`src/rtl/mmrp_pkg.sv`:
```
// Shared types for the MIDI merge and remap parser: item structs for both
// channels, configuration, per-port parse context and queued message format.
// No dependencies.
package mmrp_pkg;

	// Default number of source ports.
	localparam int NUM_PORTS_DEF = 5;

	// Register widths.
	localparam int CHMAP_W = 25;
	localparam int TRMAP_W = 30;

	// APB port widths.
	localparam int PADDR_W = 3;
	localparam int PDATA_W = 32;

	// One input transfer.
	typedef struct packed {
		logic [2:0] src_port;
		logic [7:0] in_byte;
		logic       rx_error;
	} src_item_t;

	// One output transfer.
	typedef struct packed {
		logic [7:0] out_byte;
		logic [2:0] out_port;
		logic       last;
	} msg_item_t;

	// Configuration register contents.
	typedef struct packed {
		logic [CHMAP_W-1:0] channel_map;
		logic [TRMAP_W-1:0] transpose_map;
	} cfg_t;

	// Per-port parse context; len2 set means a two-byte message.
	typedef struct packed {
		logic [1:0] pos;
		logic       len2;
		logic [7:0] run_status;
	} ctx_t;

	// Partial message bytes of one port.
	typedef logic [2:0][7:0] row_t;

	// A completed message waiting for the output channel.
	typedef struct packed {
		row_t       bytes;
		logic       len2;
		logic [2:0] port;
	} msg_t;

endpackage

```
`src/rtl/midi_merge_remap_parser_unit.sv`:
```
// MIDI merge and remap parser.
// Bytes enter on the src channel tagged with their source port. Error bytes,
// real-time bytes and bytes from ports at or above NUM_PORTS are taken and
// dropped. Each port keeps its own parse context in the state memory: a byte
// is read from memory in the cycle after its transfer, updated and written
// back when it leaves stage one, with a bypass so the next byte of the same
// port sees the update. The src channel takes one byte per cycle unless stage
// one is stalled. A completed message (two or three bytes) goes into a
// two-entry message queue and leaves on the msg channel one byte per
// transfer, status byte first, with last set on its final byte. The first
// byte of a message can be transferred once the completing byte has passed
// stage one and been pushed into the queue. Sustained throughput is bound by
// the msg channel at one byte per cycle.
// When the receiver stalls, the queue fills and the pipeline stage holds its
// byte, so src_ready drops until room frees up; nothing is lost.
// At reset every port starts at a message boundary with length three and
// running status 0x00, the channel map reads 470506 and the transpose map 0.
// Configuration must be written through the APB port only while the block is idle; this is not enforced.
// Depends on mmrp_pkg, mmrp_apb_regs, mmrp_state_ram and mmrp_out_queue.
module midi_merge_remap_parser_unit import mmrp_pkg::*; #(
	parameter int NUM_PORTS = NUM_PORTS_DEF
) (
	input  logic               clk,
	input  logic               arst_n,
	input  logic               src_valid,
	output logic               src_ready,
	input  src_item_t          src_item,
	output logic               msg_valid,
	input  logic               msg_ready,
	output msg_item_t          msg_item,
	input  logic               psel,
	input  logic               penable,
	input  logic               pwrite,
	input  logic [PADDR_W-1:0] paddr,
	input  logic [PDATA_W-1:0] pwdata,
	output logic [PDATA_W-1:0] prdata,
	output logic               pready
);

	localparam int AW = (NUM_PORTS > 1) ? $clog2(NUM_PORTS) : 1;
	localparam int MAP_PORTS = 5;

	// Status nibbles and the real-time byte pattern.
	localparam logic [3:0] ST_NOTE_OFF = 4'h8;
	localparam logic [3:0] ST_NOTE_ON  = 4'h9;
	localparam logic [3:0] ST_PROG     = 4'hC;
	localparam logic [3:0] ST_CHPRESS  = 4'hD;
	localparam logic [7:0] RT_MASK     = 8'hF8;

	// Channel map field of one port; ports without a field read zero.
	function automatic logic [4:0] chf_of(logic [CHMAP_W-1:0] map, logic [2:0] port);
		logic [4:0] res;
		res = 5'd0;
		for (int p = 0; p < MAP_PORTS; p++) begin
			if (port == 3'(p)) begin
				res = map[p*5 +: 5];
			end
		end
		return res;
	endfunction

	// Transpose field of one port; ports without a field read zero.
	function automatic logic [5:0] trf_of(logic [TRMAP_W-1:0] map, logic [2:0] port);
		logic [5:0] res;
		res = 6'd0;
		for (int p = 0; p < MAP_PORTS; p++) begin
			if (port == 3'(p)) begin
				res = map[p*6 +: 6];
			end
		end
		return res;
	endfunction

	cfg_t cfg;

	logic drop;
	logic take;
	logic v1_s1;
	logic [2:0] port_s1;
	logic [7:0] byte_s1;

	ctx_t rd_ctx;
	row_t rd_row;
	ctx_t nxt_ctx;
	row_t nxt_row;
	logic emit;
	logic fire1;
	logic q_full;
	logic push;
	msg_t push_msg;

	logic [4:0] chf;
	logic [5:0] tf;
	logic [7:0] b;
	logic [1:0] pos;
	logic       len2;
	logic [7:0] rs;
	logic [1:0] tr_pos;
	logic [8:0] sum;

	mmrp_apb_regs u_regs (
		.clk     (clk),
		.arst_n  (arst_n),
		.psel    (psel),
		.penable (penable),
		.pwrite  (pwrite),
		.paddr   (paddr),
		.pwdata  (pwdata),
		.prdata  (prdata),
		.pready  (pready),
		.cfg     (cfg)
	);

	// Input filter: dropped bytes are taken but never reach the state memory.
	assign drop = (32'(src_item.src_port) >= NUM_PORTS) || src_item.rx_error ||
		((src_item.in_byte & RT_MASK) == RT_MASK);
	assign src_ready = !v1_s1 || fire1;
	assign take = src_valid && src_ready && !drop;

	// Stage one holds the byte whose context is being read.
	always_ff @(posedge clk or negedge arst_n) begin
		if (!arst_n) begin
			v1_s1 <= 1'b0;
		end else if (src_ready) begin
			v1_s1 <= src_valid && !drop;
		end
	end

	always_ff @(posedge clk) begin
		if (take) begin
			port_s1 <= src_item.src_port;
			byte_s1 <= src_item.in_byte;
		end
	end

	mmrp_state_ram #(.NUM_PORTS(NUM_PORTS)) u_ram (
		.clk     (clk),
		.arst_n  (arst_n),
		.rd_en   (take),
		.rd_addr (AW'(src_item.src_port)),
		.rd_ctx  (rd_ctx),
		.rd_row  (rd_row),
		.wr_en   (fire1),
		.wr_addr (AW'(port_s1)),
		.wr_ctx  (nxt_ctx),
		.wr_row  (nxt_row)
	);

	// Context update: remap status, restore running status, transpose, store.
	always_comb begin
		chf    = chf_of(cfg.channel_map, port_s1);
		tf     = trf_of(cfg.transpose_map, port_s1);
		b      = byte_s1;
		pos    = rd_ctx.pos;
		len2   = rd_ctx.len2;
		rs     = rd_ctx.run_status;
		nxt_row = rd_row;
		sum    = 9'd0;
		if (pos == 2'd0) begin
			if (!b[7]) begin
				nxt_row[0] = rs;
				pos = 2'd1;
			end else begin
				if (!chf[4]) begin
					b = {b[7:4], chf[3:0]};
				end
				rs   = b;
				len2 = (b[7:4] == ST_PROG) || (b[7:4] == ST_CHPRESS);
			end
		end
		// The note number sits one byte before the end of a three-byte message.
		tr_pos = len2 ? 2'd0 : 2'd1;
		if ((pos == tr_pos) && ((rs[7:4] == ST_NOTE_ON) || (rs[7:4] == ST_NOTE_OFF)) &&
			!b[7]) begin
			sum = {2'b00, b[6:0]} + {{3{tf[5]}}, tf};
			if (sum[8:7] == 2'b00) begin
				b = {1'b0, sum[6:0]};
			end
		end
		nxt_row[pos] = b;
		emit = len2 ? (pos >= 2'd1) : (pos >= 2'd2);
		nxt_ctx.pos        = emit ? 2'd0 : pos + 2'd1;
		nxt_ctx.len2       = len2;
		nxt_ctx.run_status = rs;
	end

	// Stage one retires when its message, if any, fits in the queue.
	assign fire1 = v1_s1 && (!emit || !q_full);
	assign push  = fire1 && emit;
	assign push_msg.bytes = nxt_row;
	assign push_msg.len2  = nxt_ctx.len2;
	assign push_msg.port  = port_s1;

	mmrp_out_queue u_queue (
		.clk       (clk),
		.arst_n    (arst_n),
		.push      (push),
		.push_msg  (push_msg),
		.full      (q_full),
		.msg_valid (msg_valid),
		.msg_ready (msg_ready),
		.msg_item  (msg_item)
	);

`ifndef SYNTHESIS
	// A stalled stage-one byte keeps its port for the next cycle.
	a_s1_hold: assert property (@(posedge clk) disable iff (!arst_n)
		v1_s1 && !src_ready |=> v1_s1 && $stable(port_s1))
		else $error("stage one byte lost while stalled");

	// A dropped byte never enters stage one.
	a_drop: assert property (@(posedge clk) disable iff (!arst_n)
		src_valid && src_ready && drop |=> !v1_s1)
		else $error("dropped byte reached stage one");

	// A message is never pushed into a full queue.
	a_no_overflow: assert property (@(posedge clk) disable iff (!arst_n)
		push |-> !q_full)
		else $error("message queue overflow");

	// A context write always leaves the position within a message.
	a_pos_range: assert property (@(posedge clk) disable iff (!arst_n)
		fire1 |-> (nxt_ctx.pos != 2'd3) && (!nxt_ctx.len2 || nxt_ctx.pos != 2'd2))
		else $error("parse position out of range");
`endif

endmodule

```
`src/rtl/mmrp_apb_regs.sv`:
```
// APB-style configuration registers: channel map and transpose map.
// Depends on mmrp_pkg.
module mmrp_apb_regs import mmrp_pkg::*; (
	input  logic               clk,
	input  logic               arst_n,
	input  logic               psel,
	input  logic               penable,
	input  logic               pwrite,
	input  logic [PADDR_W-1:0] paddr,
	input  logic [PDATA_W-1:0] pwdata,
	output logic [PDATA_W-1:0] prdata,
	output logic               pready,
	output cfg_t               cfg
);

	typedef enum logic {
		REG_CHANNEL_MAP   = 1'b0,
		REG_TRANSPOSE_MAP = 1'b1
	} reg_idx_t;

	localparam logic [CHMAP_W-1:0] CHMAP_RESET = 25'd470506;

	reg_idx_t           reg_idx;
	logic               wr_stb;
	logic [CHMAP_W-1:0] chmap_q;
	logic [TRMAP_W-1:0] trmap_q;

	// Registers are word aligned; address bit 2 selects the register.
	assign reg_idx = reg_idx_t'(paddr[2]);
	assign pready  = 1'b1;
	assign wr_stb  = psel && penable && pwrite;

	// Register writes complete in the access phase.
	always_ff @(posedge clk or negedge arst_n) begin
		if (!arst_n) begin
			chmap_q <= CHMAP_RESET;
			trmap_q <= '0;
		end else if (wr_stb) begin
			case (reg_idx)
				REG_CHANNEL_MAP:   chmap_q <= pwdata[CHMAP_W-1:0];
				REG_TRANSPOSE_MAP: trmap_q <= pwdata[TRMAP_W-1:0];
				default: ;
			endcase
		end
	end

	// Read data, zero extended to the bus width.
	always_comb begin
		case (reg_idx)
			REG_CHANNEL_MAP:   prdata = {{(PDATA_W-CHMAP_W){1'b0}}, chmap_q};
			REG_TRANSPOSE_MAP: prdata = {{(PDATA_W-TRMAP_W){1'b0}}, trmap_q};
			default:           prdata = '0;
		endcase
	end

	assign cfg.channel_map   = chmap_q;
	assign cfg.transpose_map = trmap_q;

endmodule

```
`src/rtl/mmrp_state_ram.sv`:
```
// Per-port state memories: parse context with reset valid bits, and the
// partial message rows. Registered reads with write-to-read bypass.
// Depends on mmrp_pkg.
module mmrp_state_ram import mmrp_pkg::*; #(
	parameter int NUM_PORTS = NUM_PORTS_DEF,
	localparam int AW = (NUM_PORTS > 1) ? $clog2(NUM_PORTS) : 1
) (
	input  logic          clk,
	input  logic          arst_n,
	input  logic          rd_en,
	input  logic [AW-1:0] rd_addr,
	output ctx_t          rd_ctx,
	output row_t          rd_row,
	input  logic          wr_en,
	input  logic [AW-1:0] wr_addr,
	input  ctx_t          wr_ctx,
	input  row_t          wr_row
);

	// Context after reset: start of message, length three, no running status.
	localparam ctx_t CTX_RESET = '{pos: 2'd0, len2: 1'b0, run_status: 8'h00};

	ctx_t ctx_mem [NUM_PORTS];
	row_t row_mem [NUM_PORTS];
	logic [NUM_PORTS-1:0] vld_q;
	logic rvld_q;
	ctx_t ctx_q;
	row_t row_q;
	logic bypass;

	assign bypass = wr_en && (wr_addr == rd_addr);

	// Memory writes.
	always_ff @(posedge clk) begin
		if (wr_en) begin
			ctx_mem[wr_addr] <= wr_ctx;
			row_mem[wr_addr] <= wr_row;
		end
	end

	// Registered reads; a write to the same entry in the same cycle is passed through.
	always_ff @(posedge clk) begin
		if (rd_en) begin
			ctx_q <= bypass ? wr_ctx : ctx_mem[rd_addr];
			row_q <= bypass ? wr_row : row_mem[rd_addr];
		end
	end

	// Valid bits stand in for clearing the context memory at reset.
	always_ff @(posedge clk or negedge arst_n) begin
		if (!arst_n) begin
			vld_q  <= '0;
			rvld_q <= 1'b0;
		end else begin
			if (wr_en) begin
				vld_q[wr_addr] <= 1'b1;
			end
			if (rd_en) begin
				rvld_q <= vld_q[rd_addr] || bypass;
			end
		end
	end

	assign rd_ctx = rvld_q ? ctx_q : CTX_RESET;
	assign rd_row = row_q;

endmodule

```
`src/rtl/mmrp_out_queue.sv`:
```
// Two-entry queue of completed messages and the serializer that sends them
// one byte per transfer. Depends on mmrp_pkg.
module mmrp_out_queue import mmrp_pkg::*; (
	input  logic      clk,
	input  logic      arst_n,
	input  logic      push,
	input  msg_t      push_msg,
	output logic      full,
	output logic      msg_valid,
	input  logic      msg_ready,
	output msg_item_t msg_item
);

	msg_t ent_q [2];
	logic wr_ptr_q;
	logic rd_ptr_q;
	logic [1:0] cnt_q;
	logic [1:0] idx_q;
	msg_t head;
	logic is_last;
	logic pop;
	logic xfer;

	assign head      = ent_q[rd_ptr_q];
	assign full      = (cnt_q == 2'd2);
	assign msg_valid = (cnt_q != 2'd0);
	assign is_last   = (idx_q == (head.len2 ? 2'd1 : 2'd2));
	assign xfer      = msg_valid && msg_ready;
	assign pop       = xfer && is_last;

	// Entry storage.
	always_ff @(posedge clk) begin
		if (push) begin
			ent_q[wr_ptr_q] <= push_msg;
		end
	end

	// Pointers, fill count and byte index of the head message.
	always_ff @(posedge clk or negedge arst_n) begin
		if (!arst_n) begin
			wr_ptr_q <= 1'b0;
			rd_ptr_q <= 1'b0;
			cnt_q    <= 2'd0;
			idx_q    <= 2'd0;
		end else begin
			if (push) begin
				wr_ptr_q <= !wr_ptr_q;
			end
			if (pop) begin
				rd_ptr_q <= !rd_ptr_q;
			end
			if (push && !pop) begin
				cnt_q <= cnt_q + 2'd1;
			end else if (pop && !push) begin
				cnt_q <= cnt_q - 2'd1;
			end
			if (xfer) begin
				idx_q <= is_last ? 2'd0 : idx_q + 2'd1;
			end
		end
	end

	assign msg_item.out_byte = head.bytes[idx_q];
	assign msg_item.out_port = head.port;
	assign msg_item.last     = is_last;

endmodule
```
`config.mk`:
```
export PLATFORM = sky130hd
export DESIGN_NAME = midi_merge_remap_parser_unit
export DESIGN_NICKNAME = d
export VERILOG_FILES = /design/src/rtl/mmrp_pkg.sv /design/src/rtl/midi_merge_remap_parser_unit.sv /design/src/rtl/mmrp_apb_regs.sv /design/src/rtl/mmrp_state_ram.sv /design/src/rtl/mmrp_out_queue.sv
export SDC_FILE = /design/constraint.sdc
export NUM_CORES = 1
export LEC_CHECK = 0
export CAP_MARGIN = 20
export CORE_MARGIN = 8
export CORE_UTILIZATION = 66
export CTS_BUF_LIST = sky130_fd_sc_hd__clkbuf_8
export DETAILED_ROUTE_END_ITERATION = 16
export DONT_BUFFER_PORTS = 1
export GPL_TIMING_DRIVEN = 1
export PLACE_DENSITY = 0.89
export SYNTH_ARGS = -nofsm -noshare
export SYNTH_HDL_FRONTEND = slang
export SYNTH_HIERARCHICAL = 1
export SYNTH_SLANG_ARGS = --single-unit
```
`constraint.sdc`:
```
create_clock -name clk -period 7.5 [get_ports clk]
set_input_delay 1.875 -clock clk [delete_from_list [all_inputs] [get_ports clk]]
set_output_delay 1.875 -clock clk [all_outputs]
set_load 0.02 [all_outputs]
```
## Yosys cells after proc, flatten, opt, wreduce, memory -nomap -nowiden

Memory sizes are Yosys's and may differ from the RTL's. A register that Yosys moved wholly into a read port is not among the register bits.
Cells that the tools add are included.
Widths: inputs -> output; s select.

| storage, ports and cells | value |
|---|---|
| bits in registers | 79 |
| memory bits (writable) | 231 |
| bits of input ports | 54 |
| output and inout port bits | 47 |
| word-level logic and storage cells | 129 |
| memories | 3 |

| operators by class | value |
|---|---|
| $add $sub $neg | 5 |
| order comparisons | 9 |
| equal/unequal tests | 13 |
| muxes and demuxes | 47 |
| bitwise operators | 2 |
| reduce and logical (&&, ||, !) cells | 39 |

Memories:

| memory | words | bits a word | rd ports | clocked after Yosys merged registers in | wr ports | RTL line | RTL |
|---|---|---|---|---|---|---|---|
| u_ram.row_mem | 5 | 24 | 1 | 1 | 1 | mmrp_state_ram.sv:24 | `row_t row_mem [NUM_PORTS];` |
| u_queue.ent_q | 2 | 28 | 1 | 0 | 1 | mmrp_out_queue.sv:14 | `msg_t ent_q [2];` |
| u_ram.ctx_mem | 5 | 11 | 1 | 1 | 1 | mmrp_state_ram.sv:23 | `ctx_t ctx_mem [NUM_PORTS];` |

Operator list:

| operator | count |
|---|---|
| $mux 8 | 12 |
| $pmux 32 s2 | 1 |
| $mux 6 | 5 |
| $mux 5 | 5 |
| $bwmux 24 | 1 |
| $bmux 8 s2 | 1 |
| $demux 8 s2 | 1 |
| $eq 4x4->1 const B | 4 |
| $logic_and 1x1->1 | 16 |
| $mux 2 | 7 |
| $mux 11 | 1 |
| $mux 1 | 10 |
| $add 8x6->9 | 1 |
| $logic_not 1->1 | 9 |
| $lt 3x4->1 const B | 2 |
| $logic_or 1x1->1 | 7 |
| $add 2x1->2 const B | 3 |
| $eq 3x2->1 const B | 2 |
| $lt 2x3->1 const B | 2 |
| $eq 5x5->1 const B | 1 |
| $or 5x5->5 | 1 |
| $ge 2x1->1 const B | 2 |
| $logic_not 2->1 | 2 |
| $mux 4 | 1 |
| 16 further kinds | 18 |

## Depth between registers and ports, before layout

Gate-level depths: netlist (run 1).

| depth | value |
|---|---|
| depth after elaboration | 22 |
| mapped depth | 17 |
| mapped depth without buffers | 15 |

## Cells and area by module

Netlist (run 1), hierarchy kept.

Modules (own cells, without submodules):

| module | times used | cells an instance | area an instance (um^2) | sequential area each (um^2) |
|---|---|---|---|---|
| mmrp_state_ram | 1 | 371 | 8419.3 | 6456.2 |
| mmrp_apb_regs | 1 | 155 | 2428.6 | 1391.3 |
| mmrp_out_queue | 1 | 127 | 2404.8 | 1831.8 |
| midi_merge_remap_parser_unit | 1 | 266 | 2192.1 | 355.3 |

## Least setup slack after synthesis (run 1)

Ideal clock, no wire load.

| timing | value |
|---|---|
| path kind | register to register |
| start point | register u_ram.rvld_q |
| end point | memory u_ram/ctx_mem[4][0] (netlist bit) (enable) |
| library setup time | 480 ps |
| arrival time | 4877 ps |
| data required time | 7020 ps |
| slack | 2143 ps |
| stages on the path, launching flop included | 12 |
| path buffers | 1 |
| clock period less this slack | 5357 ps |
| cells stage by stage | dfrtp_1 -> clkbuf_1 -> and2_1 -> or2_2 -> inv_1 -> ha_1 -> inv_1 -> nor2_1 -> a31oi_1 -> a21boi_0 -> nand2b_1 -> nor3b_1 |

RTL lines:

| what | RTL line | RTL |
|---|---|---|
| from (decl) | mmrp_state_ram.sv:26 | `logic rvld_q;` |
| from (signal assigned) | mmrp_state_ram.sv:59 | `rvld_q <= vld_q[rd_addr] \|\| bypass;` |
| to (decl) | mmrp_state_ram.sv:23 |  |

==> impl_results.md, run 1 <==
* Status: complete, no violations
* Slowest stage delay, CP at 0.77 ns
* Area share of the largest cell type after synthesis at 53.9%
* Worst Path Required at 5.62 ns
* CP Launch Type: register
* Synth Warn # at 6
* Slowest CP cell: a31oi_1
* Gr usage total at 24.1%
* WL/cell at approximately 26 um
* Hold WC Path Type: register to register
* # rows at 56
* Critical path peak fanout at 15
* Met1 usage at 31.3%
* Synthesized area at 15400 um^2
* I/O Buffers at 0
* Max H-tree Level at 2
* Delay-heaviest family, CP: simple AND/OR/NAND/NOR gates
* Avg Inst Size Synth at approximately 17 um^2
* PwrDens at 284 nW/um^2
* Die area at ~29000 um^2
* Sequential fraction of the synthesis area at 65.0%
* Clock Skew at 0.0249 ns
* Pin count of the biggest net entering global routing at 69
* Final setup vio count at 0
* Area growth from synthesis to layout at 8.49%
* Area contributors post-synth: edfxtp_1, dfrtp_1, mux4_2, mux2_2, mux2_1
* Setup WS pre-CTS at 1.70 ns
* Busiest grt layer: met2
* Max-cap viol count at 0
* Unique masters post-synth at between 70 and 80
* Deepest clock path buffer count at 3
* Routed Antenna Nets at 0
* LEAKAGE at 5.97 nW
* Grt ovf at 0
* Vias in the first global route at 9064
* Area after DPL at 15700 um^2
* Most common cell in the netlist: edfxtp_1
* Max Slew Vio Count at 0
* Clock root buffer: clkbuf_8
* Slew headroom at 22.4%
* Final hold violations at 0
* Final period util at 78.8%
* Fin crit period at around 5.9 ns
* Total number of vias at 8583
* Unrepaired setup endpoints after global routing: no
* WL final at between 30000 and 40000 um
* Iter 0 DRT Violations at 895
* Synth async-reset ratio at 19.7%
* CTS tree: yes
* Grt met3 use at 6.08%
* Top cells by count, synth: edfxtp_1, mux2_2, dfrtp_1
* Post-CTS Setup Bufs at 0
* PnR worst setup slack at between 1.5 and 2 ns
* VDD IR-drop max at 0.000271 V
* Worst Path Class, Setup: register to primary output
* Starting Density at 66.6%
* TNS Setup at 0 ns
* I/O Pins at 101
* Routed vias/inst at roughly 6.6
* Final instance area at 16800 um^2
* Clk slew on worst S/H paths at ~0.06 ns
* First-pass GRT wire length at 52400 um
* PostCTS Resize Cnt at 0
* Worst Tran Pin Value at 1.16 ns
* Met2 Track Usage GR at approximately two fifths
* Clk sinks at 345
* Most frequent CP cell: inv_1
* Synth area leader: edfxtp_1
* CP bufs+invs at 2
* Post-CTS Hold Buffers at 0
* Clk_lat worst skew at about 0.58 ns
* Core area at 23200 um^2
* Ys flop type: edfxtp_1
* Post-synthesis register bit count at 345
* Chip height at 169 um
* Crit-path cells: and2_1 > nor2_1 > or2_2 > inv_1 > ha_1 > inv_1 > a31oi_1 > nand3_1
* Die Span X at 169 um
* CTS Buf Count at 52
* Fin nets at 1013
* Drt first pass iters at 5
* Share of layout cells above drive strength 1 at 28.9%
* Crit end category: primary output
* DRC Markers at 0
* Post-DP HPWL at roughly 22000 um
* CP arrival at 4.03 ns
* Synthesized instance count at 919
* Fmax at 169 MHz
* ANT cells at 0
* Number of synthesized flops with an enable pin at 277
* Routability cong. at 0.925
* Antenna violations before repair at 1
## state kept, by name, summed over array words and instances, names as in the netlist
name	cells
u_ram/row_mem	120
u_queue/ent_q	56
u_queue/rd_ptr_q	1
byte_s1	8
u_ram/rd_row	24
port_s1	3
u_queue/idx_q	2
u_queue/cnt_q	2
u_ram/ctx_mem	55
u_ram/rvld_q	1
v1_s1	1
u_regs/chmap_q	25
u_ram/ctx_q	11
u_ram/vld_q	5
u_regs/trmap_q	30
u_queue/wr_ptr_q	1
## metrics by stage
step,utilization [%],cells,total power [W],hold WS [ns]
after floorplan,-,920,0.00309,0.434
after global placement,67.8,1208,0.00328,0.448
after detailed placement,67.8,1208,0.00332,0.461
after CTS,72.2,1303,0.00478,0.477
after global routing,72.2,1306,0.00494,0.495
final,72.2,1306,0.00476,0.477
## final cells by class
class	count	area (um^2)
Timing Repair Buffer	18	134
Multi-Input combinational cell	502	5080
Sequential cell	345	10000
Tap cell	319	399
Clock buffer	54	743
Inverter	27	101
Clock inverter	41	260
Fill cell	1395	6440
## logic make-up after synthesis
logic type	count (synthesis)	share of synthesized area, %
AOI/OAI and AO/OA	102	4.82
xor gates and xnor gates	11	0.672
adders and majority gates	13	1.10
buffers and inverters	73	2.45
DFF	345	65.0
muxes	236	20.9
other	2	0.0486
and+or+nand+nor	137	5.00
## placed cells by master, fill, tap and decap left out, types with 4 or more instances in the layout
| cell type | count |
|---|---|
| mux2_1 | 50 |
| nand3_1 | 11 |
| clkbuf_8 | 54 |
| mux2_2 | 101 |
| o21ai_0 | 17 |
| a31oi_1 | 10 |
| dfrtp_1 | 56 |
| a22o_1 | 4 |
| o221ai_1 | 4 |
| xor2_1 | 4 |
| edfxtp_1 | 277 |
| a21oi_1 | 5 |
| o21a_1 | 5 |
| mux2i_1 | 25 |
| a211oi_1 | 10 |
| inv_1 | 49 |
| nor2b_1 | 11 |
| or2_2 | 7 |
| xnor2_1 | 6 |
| buf_4 | 15 |
| clkinv_1 | 9 |
| o2111ai_1 | 6 |
| nand2b_1 | 6 |
| nor2_1 | 17 |
| and2_1 | 21 |
| dfstp_2 | 12 |
| mux4_2 | 51 |
| mux2_4 | 9 |
| nor3_1 | 4 |
| nand2_1 | 35 |
| o211ai_1 | 4 |
| ha_1 | 12 |
| o22ai_1 | 8 |
## power by group
part           total [W]  internal [W]  switching, W  leakage [nW]
Combinational   0.000878      0.000342      0.000536          2.07
Sequential       0.00241       0.00229      0.000120          3.31
Clock            0.00148      0.000773      0.000703         0.589
Total            0.00476       0.00340       0.00136          5.97
## worst register-to-register path, stage by stage (launching register included)
cell and delay (ns):
edfxtp_1 0.88, inv_1 0.41, a211oi_2 0.41, mux2i_1 0.39, clkinv_1 0.29, ha_1 0.36, a211oi_1 0.31, o21ai_0 0.15
a21oi_1 0.43, nor3b_1 0.17, o311ai_0 0.94, a31oi_1 0.51, mux2_2 0.41
## metal layers
metal	routed length (um)	up-vias
li1	-	3681
met1	13100	4344
met2	16500	476
met3	3450	80
met4	946	2
met5	13	-
## worst paths after layout
path                                            start                        endpoint  slack, ns  depth (start not counted)
max                          u_ram/rvld_q$_DFFE_PN0P_                       src_ready       1.59                          8
min                        u_ram/vld_q[3]$_DFFE_PN0P_      u_ram/vld_q[3]$_DFFE_PN0P_       0.48                          1
max reg2reg                      port_s1[2]$_DFFE_PP_       u_ram/rd_row[0]$_DFFE_PP_       1.60                         12
min reg2reg                u_ram/vld_q[3]$_DFFE_PN0P_      u_ram/vld_q[3]$_DFFE_PN0P_       0.48                          1
max in group asynchronous                      arst_n   u_regs/chmap_q[6]$_DFFE_PN1P_       6.31                          0
min in group asynchronous                      arst_n  u_regs/trmap_q[28]$_DFFE_PN0P_       0.98                          0
Note: power is estimated with default switching activity, not from simulation.
==> inputs of run 2 (changes only) <==
--- a/config.mk
+++ b/config.mk
@@ -7,12 +7,12 @@
 export LEC_CHECK = 0
 export CAP_MARGIN = 20
 export CORE_MARGIN = 8
-export CORE_UTILIZATION = 66
+export CORE_UTILIZATION = 60
 export CTS_BUF_LIST = sky130_fd_sc_hd__clkbuf_8
 export DETAILED_ROUTE_END_ITERATION = 16
 export DONT_BUFFER_PORTS = 1
 export GPL_TIMING_DRIVEN = 1
-export PLACE_DENSITY = 0.89
+export PLACE_DENSITY = 0.86
 export SYNTH_ARGS = -nofsm -noshare
 export SYNTH_HDL_FRONTEND = slang
 export SYNTH_HIERARCHICAL = 1
==> constraint.sdc (replaced) <==
create_clock -name clk -period 5.2 [get_ports clk]
set_input_delay 1.3 -clock clk [delete_from_list [all_inputs] [get_ports clk]]
set_output_delay 1.3 -clock clk [all_outputs]
set_load 0.02 [all_outputs]
==> impl_results.md, run 2 (same netlist as run 1, synthesis figures left out) <==
* Fin crit period at ~4.9 ns
* Chip height at between 150 and 200 um
* Unrepaired setup endpoints after global routing: no
* Worst Path Class, Setup: register to register
* Die Span X at around 180 um
* Commonest non-fill, non-tap cell in the layout: edfxtp_1
* Post-CTS Setup Bufs at 0
* Seq pwr share at 51.5%
* Clk_lat worst skew at between 0.5 and 0.6 ns
* Routed vias/inst at 6.48
* Clock Skew at 0.0334 ns
* I/O Pins at 101
* Area after DPL at 15900 um^2
* Fin nets at 1032
* Critical path endpoint: u_ram/rd_row[2]$_DFFE_PP_
* Multi-input logic area at 5160 um^2
* Final period util at between 90% and 100%
* Worst Path Required at 5.51 ns
* Worst Tran Pin Value at 1.03 ns
* CP Launch Type: register
* First-pass GRT wire length at 53400 um
* Filler instances at 1629
* Max H-tree Level at 2
* Antenna violations before repair at 0
* Total power draw at ~0.0067 W
* Routability cong. at roughly 0.94
* Final hold violations at 0
* Status: complete, no violations
* Clock share of power at approximately 29%
* CTS Buf Count at between 50 and 60
* Largest register FFs at 120
* Storage element area at between 10000 and 15000 um^2
* PwrDens at around 400 nW/um^2
* Max-cap viol count at 0
* CP startpoint: u_ram/rvld_q$_DFFE_PN0P_
* Net switching power at between 0.0015 and 0.002 W
* Clk sinks at 345
* Most frequent cells in the layout: edfxtp_1, mux2_2, dfrtp_1
* Vias in the first global route at 9079
* Iter 0 DRT Violations at 626
* CTS tree: yes
* DRC Markers at 0
* Starting Density at 61.2%
* Switching share of total power at between 20% and 30%
* Pin count of the biggest net entering global routing at between 60 and 70
* TNS Setup at 0 ns
* Met1 usage at 28.9%
* VDD IR-drop max at 0.000363 V
* Biggest register: u_ram/row_mem
* Final instance area at 16900 um^2
* Biggest regs: u_ram/row_mem: 120 flops, u_queue/ent_q: 56 flops, u_ram/ctx_mem: 55 flops
* R2r startpoint: u_ram/rvld_q$_DFFE_PN0P_
* Gr usage total at 22.4%
* Clock root buffer: clkbuf_8
* Busiest grt layer: met2
* Area growth from synthesis to layout at 9.45%
* Max Slew Vio Count at 0
* Slew headroom at a little under a third
* Clk slew on worst S/H paths at 0.06 ns
* Grt met3 use at between 5 and 6%
* Hold WC Path Type: input pin to async pin
* PostCTS Resize Cnt at 1
* Comb pwr share at roughly a fifth
* Internal reg-to-reg setup slack at 0.33 ns
* WL/cell at 26.0 um
* Met2 Track Usage GR at 37.3%
* Final setup vio count at 0
* Core area at 25300 um^2
* I/O Buffers at 0
* Int Pwr at around 0.0048 W
* Grt ovf at 0
* Deepest clock path buffer count at 3
* Fmax at 205 MHz
* Post-CTS Hold Buffers at 0
* Share of layout cells above drive strength 1 at 30.7%
* # rows at 58
* Drt first pass iters at 5
* Total number of vias at approximately 8.6k
* Die area at between 30000 and 40000 um^2
* Post-DP HPWL at around 22000 um
* Worst R2R Path Depth at 14
* FF-to-FF End: u_ram/rd_row[2]$_DFFE_PP_
* WL final at 34700 um
* LEAKAGE at 6.01 nW
* Routed Antenna Nets at 0
* Crit end category: register
* CP arrival at 5.18 ns
* Critical path peak fanout at 13
[run 2: changes by cell type in the layout (fill, tap and decap cells not counted), sizes merged]
cell,previous run,this run
clkbuf,55,54
bufinv,3,0
inv,49,42
buf,17,37
clkinv,13,23
clkinvlp,3,0
diode,0,1
[run 2: final cells by class]
class	instances	area share [%]
antenna	1	0.0148
multi-input combinational	502	30.5
tap	330	2.44
sequential	345	59.4
inverter	27	0.600
clock inverter	38	0.933
clock buffer	54	4.40
timing repair buffer	37	1.72
[run 2: worst max-delay path, stage by stage, from the launching register on]
cell	delay (ns)
dfrtp_1	0.46
and2_1	0.25
or3b_4	0.52
a211oi_2	0.35
mux2i_2	0.34
clkinv_1	0.22
ha_1	0.34
a211oi_1	0.29
o21ai_0	0.17
a21oi_2	0.31
nor3b_1	0.15
o311ai_1	0.39
buf_4	0.20
a31oi_1	0.25
mux2_2	0.36
[run 2: power groups by stage]
stage | sequential, W | combinational, W | clock (W)
floorplan | 0.00343 | 0.00102 | 0
global placement | 0.00351 | 0.00123 | 0
detailed placement | 0.00353 | 0.00128 | 0
CTS | 0.00348 | 0.00129 | 0.00198
global route | 0.00350 | 0.00140 | 0.00209
finish | 0.00347 | 0.00131 | 0.00196
[run 2: worst min-delay path by stage]
stage	from	to	cells past startpoint
global route	arst_n	u_queue/rd_ptr_q$_DFFE_PN0P_	0
floorplan	u_ram/vld_q[2]$_DFFE_PN0P_	u_ram/vld_q[2]$_DFFE_PN0P_	1
global placement	u_ram/vld_q[1]$_DFFE_PN0P_	u_ram/vld_q[1]$_DFFE_PN0P_	1
detailed placement	u_ram/vld_q[0]$_DFFE_PN0P_	u_ram/vld_q[0]$_DFFE_PN0P_	1
finish	arst_n	u_queue/cnt_q[0]$_DFFE_PN0P_	0
CTS	arst_n	u_queue/rd_ptr_q$_DFFE_PN0P_	0
[run 2: through the flow]
stage | hold slack [ns] | util (%) | instances | worst slack, ns
detailed placement | 0.456 | 63.0 | 1240 | 0.0761
global placement | 0.448 | 63.0 | 1240 | 0.245
CTS | 0.394 | 66.6 | 1332 | 0.0433
global route | 0.382 | 66.9 | 1333 | 0.0555
floorplan | 0.434 | - | 920 | 0.0559
finish | 0.409 | 66.9 | 1334 | 0.331
[run 2: layer usage]
layer	share of wire [%]	routed length, um
met5	0	0
met2	50	17300
met4	2.1	723
met3	8.5	2960
met1	39	13700
==> inputs of run 3 (changes only) <==
--- a/config.mk
+++ b/config.mk
@@ -7,12 +7,12 @@
 export LEC_CHECK = 0
 export CAP_MARGIN = 20
 export CORE_MARGIN = 8
-export CORE_UTILIZATION = 60
+export CORE_UTILIZATION = 55
 export CTS_BUF_LIST = sky130_fd_sc_hd__clkbuf_8
 export DETAILED_ROUTE_END_ITERATION = 16
 export DONT_BUFFER_PORTS = 1
 export GPL_TIMING_DRIVEN = 1
-export PLACE_DENSITY = 0.86
+export PLACE_DENSITY = 0.77
 export SYNTH_ARGS = -nofsm -noshare
 export SYNTH_HDL_FRONTEND = slang
 export SYNTH_HIERARCHICAL = 1
==> impl_results.md, run 3 (same netlist as run 1, synthesis figures left out) <==
* Status: complete, no violations
* Clock Skew at 0.0174 ns
* Routed Antenna Nets at 0
* Fmax at 201 MHz
* Placed Instances at 1285
* Unrepaired setup endpoints after global routing: no
* WL/cell at 24.6 um
* Final period util at a little over nine tenths
* Commonest non-fill, non-tap cell in the layout: edfxtp_1
* VDD IR-drop max at approximately 0.00032 V
* TNS Setup at 0 ns
* Biggest register: u_ram/row_mem
* Final hold violations at 0
* CP arrival at 5.28 ns
* First-pass GRT wire length at 52400 um
* Clk slew on worst S/H paths at 0.06 ns
* Routability cong. at 0.860
* WL final at 34000 um
* Metal-1 WL at roughly 14000 um
* R2r startpoint: u_ram/ctx_q[9]$_DFFE_PP_
* Area growth from synthesis to layout at 10.3%
* CTS Buf Count at 54
* Antenna violations before repair at 2
* Worst Path Class, Setup: register to register
* Critical path peak fanout at 13
* Iter 0 DRT Violations at 787
* Max Slew Vio Count at 0
* # rows at 61
* Most frequent cells in the layout: edfxtp_1, mux2_2, dfrtp_1
* Worst Tran Pin Value at ~1.1 ns
* CP startpoint: u_ram/ctx_q[9]$_DFFE_PP_
* Routed vias/inst at 6.13
* Max H-tree Level at 2
* Grt ovf at 0
* I/O Pins at 101
* Starting Density at 55.7%
* Vias in the first global route at a little over 9k
* Largest register FFs at 120
* Final setup vio count at 0
* CP Launch Type: register
* Fin nets at 1030
* Top routing layer used: met5
* Biggest regs: u_ram/row_mem: 120 flops, u_queue/ent_q: 56 flops, u_ram/ctx_mem: 55 flops
* PwrDens at 409 nW/um^2
* Post-CTS Hold Buffers at 0
* Gr usage total at about 20%
* Die area at 33700 um^2
* I/O Buffers at 0
* Post-DP HPWL at 21800 um
* DR WL met3 at approximately 3100 um
* ANT cells at 0
* WL met2 at 16400 um
* Worst Path Required at 5.52 ns
* Core area at between 20000 and 30000 um^2
* Post-route insts no fill at 1381
* Clock root buffer: clkbuf_8
* Clk_lat worst skew at 0.57 ns
* Drt first pass iters at 6
* Pin count of the biggest net entering global routing at 69
* Hold WC Path Type: input pin to async pin
* Fin crit period at 4.97 ns
* Total power draw at about 0.007 W
* Share of layout cells above drive strength 1 at just over 30%
* Deepest clock path buffer count at 3
* DRC Markers at 0
* Crit end category: register
* Chip height at 184 um
* LEAKAGE at 6.05 nW
* Clk sinks at around 350
* Max-cap viol count at 0
* Total number of vias at 8468
* Slew headroom at 27.7%
* Die Span X at 184 um
* CTS tree: yes
-- run 3: cell types whose count changed in the layout (fill, tap and decap cells not counted), sizes merged --
cell / change
diode: -1
bufinv: +5
inv: -3
clkbuf: +1
clkinvlp: +1
buf: -4
-- run 3: timing repair --
item                       4_1_cts  5_1_grt
gates cloned                     0        0
gates resized for setup          1        6
setup endpoints to repair        1       51
buffers inserted                 0        0
hold endpoints to repair         0        0
-- run 3: power breakdown --
part / switching, W / total, W / internal (W)
combinational: 0.000730 / 0.00124 / 0.000507
sequential: 0.000212 / 0.00351 / 0.00329
clock: 0.00100 / 0.00223 / 0.00123
-- run 3: routing by layer --
metal,vias up,track usage (%)
li1,3692,-
met1,4399,26.7
met2,323,32.7
met3,50,5.93
met4,4,5.69
met5,-,0
-- run 3: worst paths after layout --
kind | endpoint | cells after the start | slack (ns)
max | u_ram/rd_row[2]$_DFFE_PP_ | 14 | 0.23
min | u_queue/cnt_q[1]$_DFFE_PN0P_ | 0 | 0.43
max reg2reg | u_ram/rd_row[2]$_DFFE_PP_ | 14 | 0.23
min reg2reg | u_ram/vld_q[3]$_DFFE_PN0P_ | 1 | 0.46
max in group asynchronous | u_regs/chmap_q[7]$_DFFE_PN1P_ | 0 | 4.56
min in group clk | u_ram/vld_q[3]$_DFFE_PN0P_ | 1 | 0.46
-- run 3: area by class of cell --
type / instances / area (um^2)
tap: 378 / 473
clock inverter: 41 / 297
inverter: 27 / 101
timing repair buffer: 33 / 260
fill: 2006 / 10700
multi-input combinational: 502 / 5120
sequential: 345 / 10000
clock buffer: 55 / 757
-- run 3: worst max-delay path, stage by stage, from the launching register on --
cell,delay [ns]
edfxtp_1,0.40
and2_1,0.24
or3b_4,0.50
a211oi_2,0.31
mux2i_1,0.41
clkinv_1,0.25
ha_1,0.35
a211oi_1,0.32
o21ai_0,0.19
a21oi_2,0.30
nor3b_1,0.14
o311ai_0,0.46
buf_4,0.22
a31oi_1,0.25
mux2_2,0.36
-- run 3: through the flow --
stage | utilization (%) | area (um^2) | hold slack [ns] | setup slack (ns)
2_1_floorplan | - | 15500 | 0.434 | 0.0559
3_3_place_gp | 57.6 | 16000 | 0.445 | 0.166
3_5_place_dp | 57.6 | 16000 | 0.451 | 0.0650
4_1_cts | 61.4 | 17000 | 0.394 | 0.0860
5_1_grt | 61.5 | 17000 | 0.395 | 0.0254
6_report | 61.5 | 17000 | 0.427 | 0.234
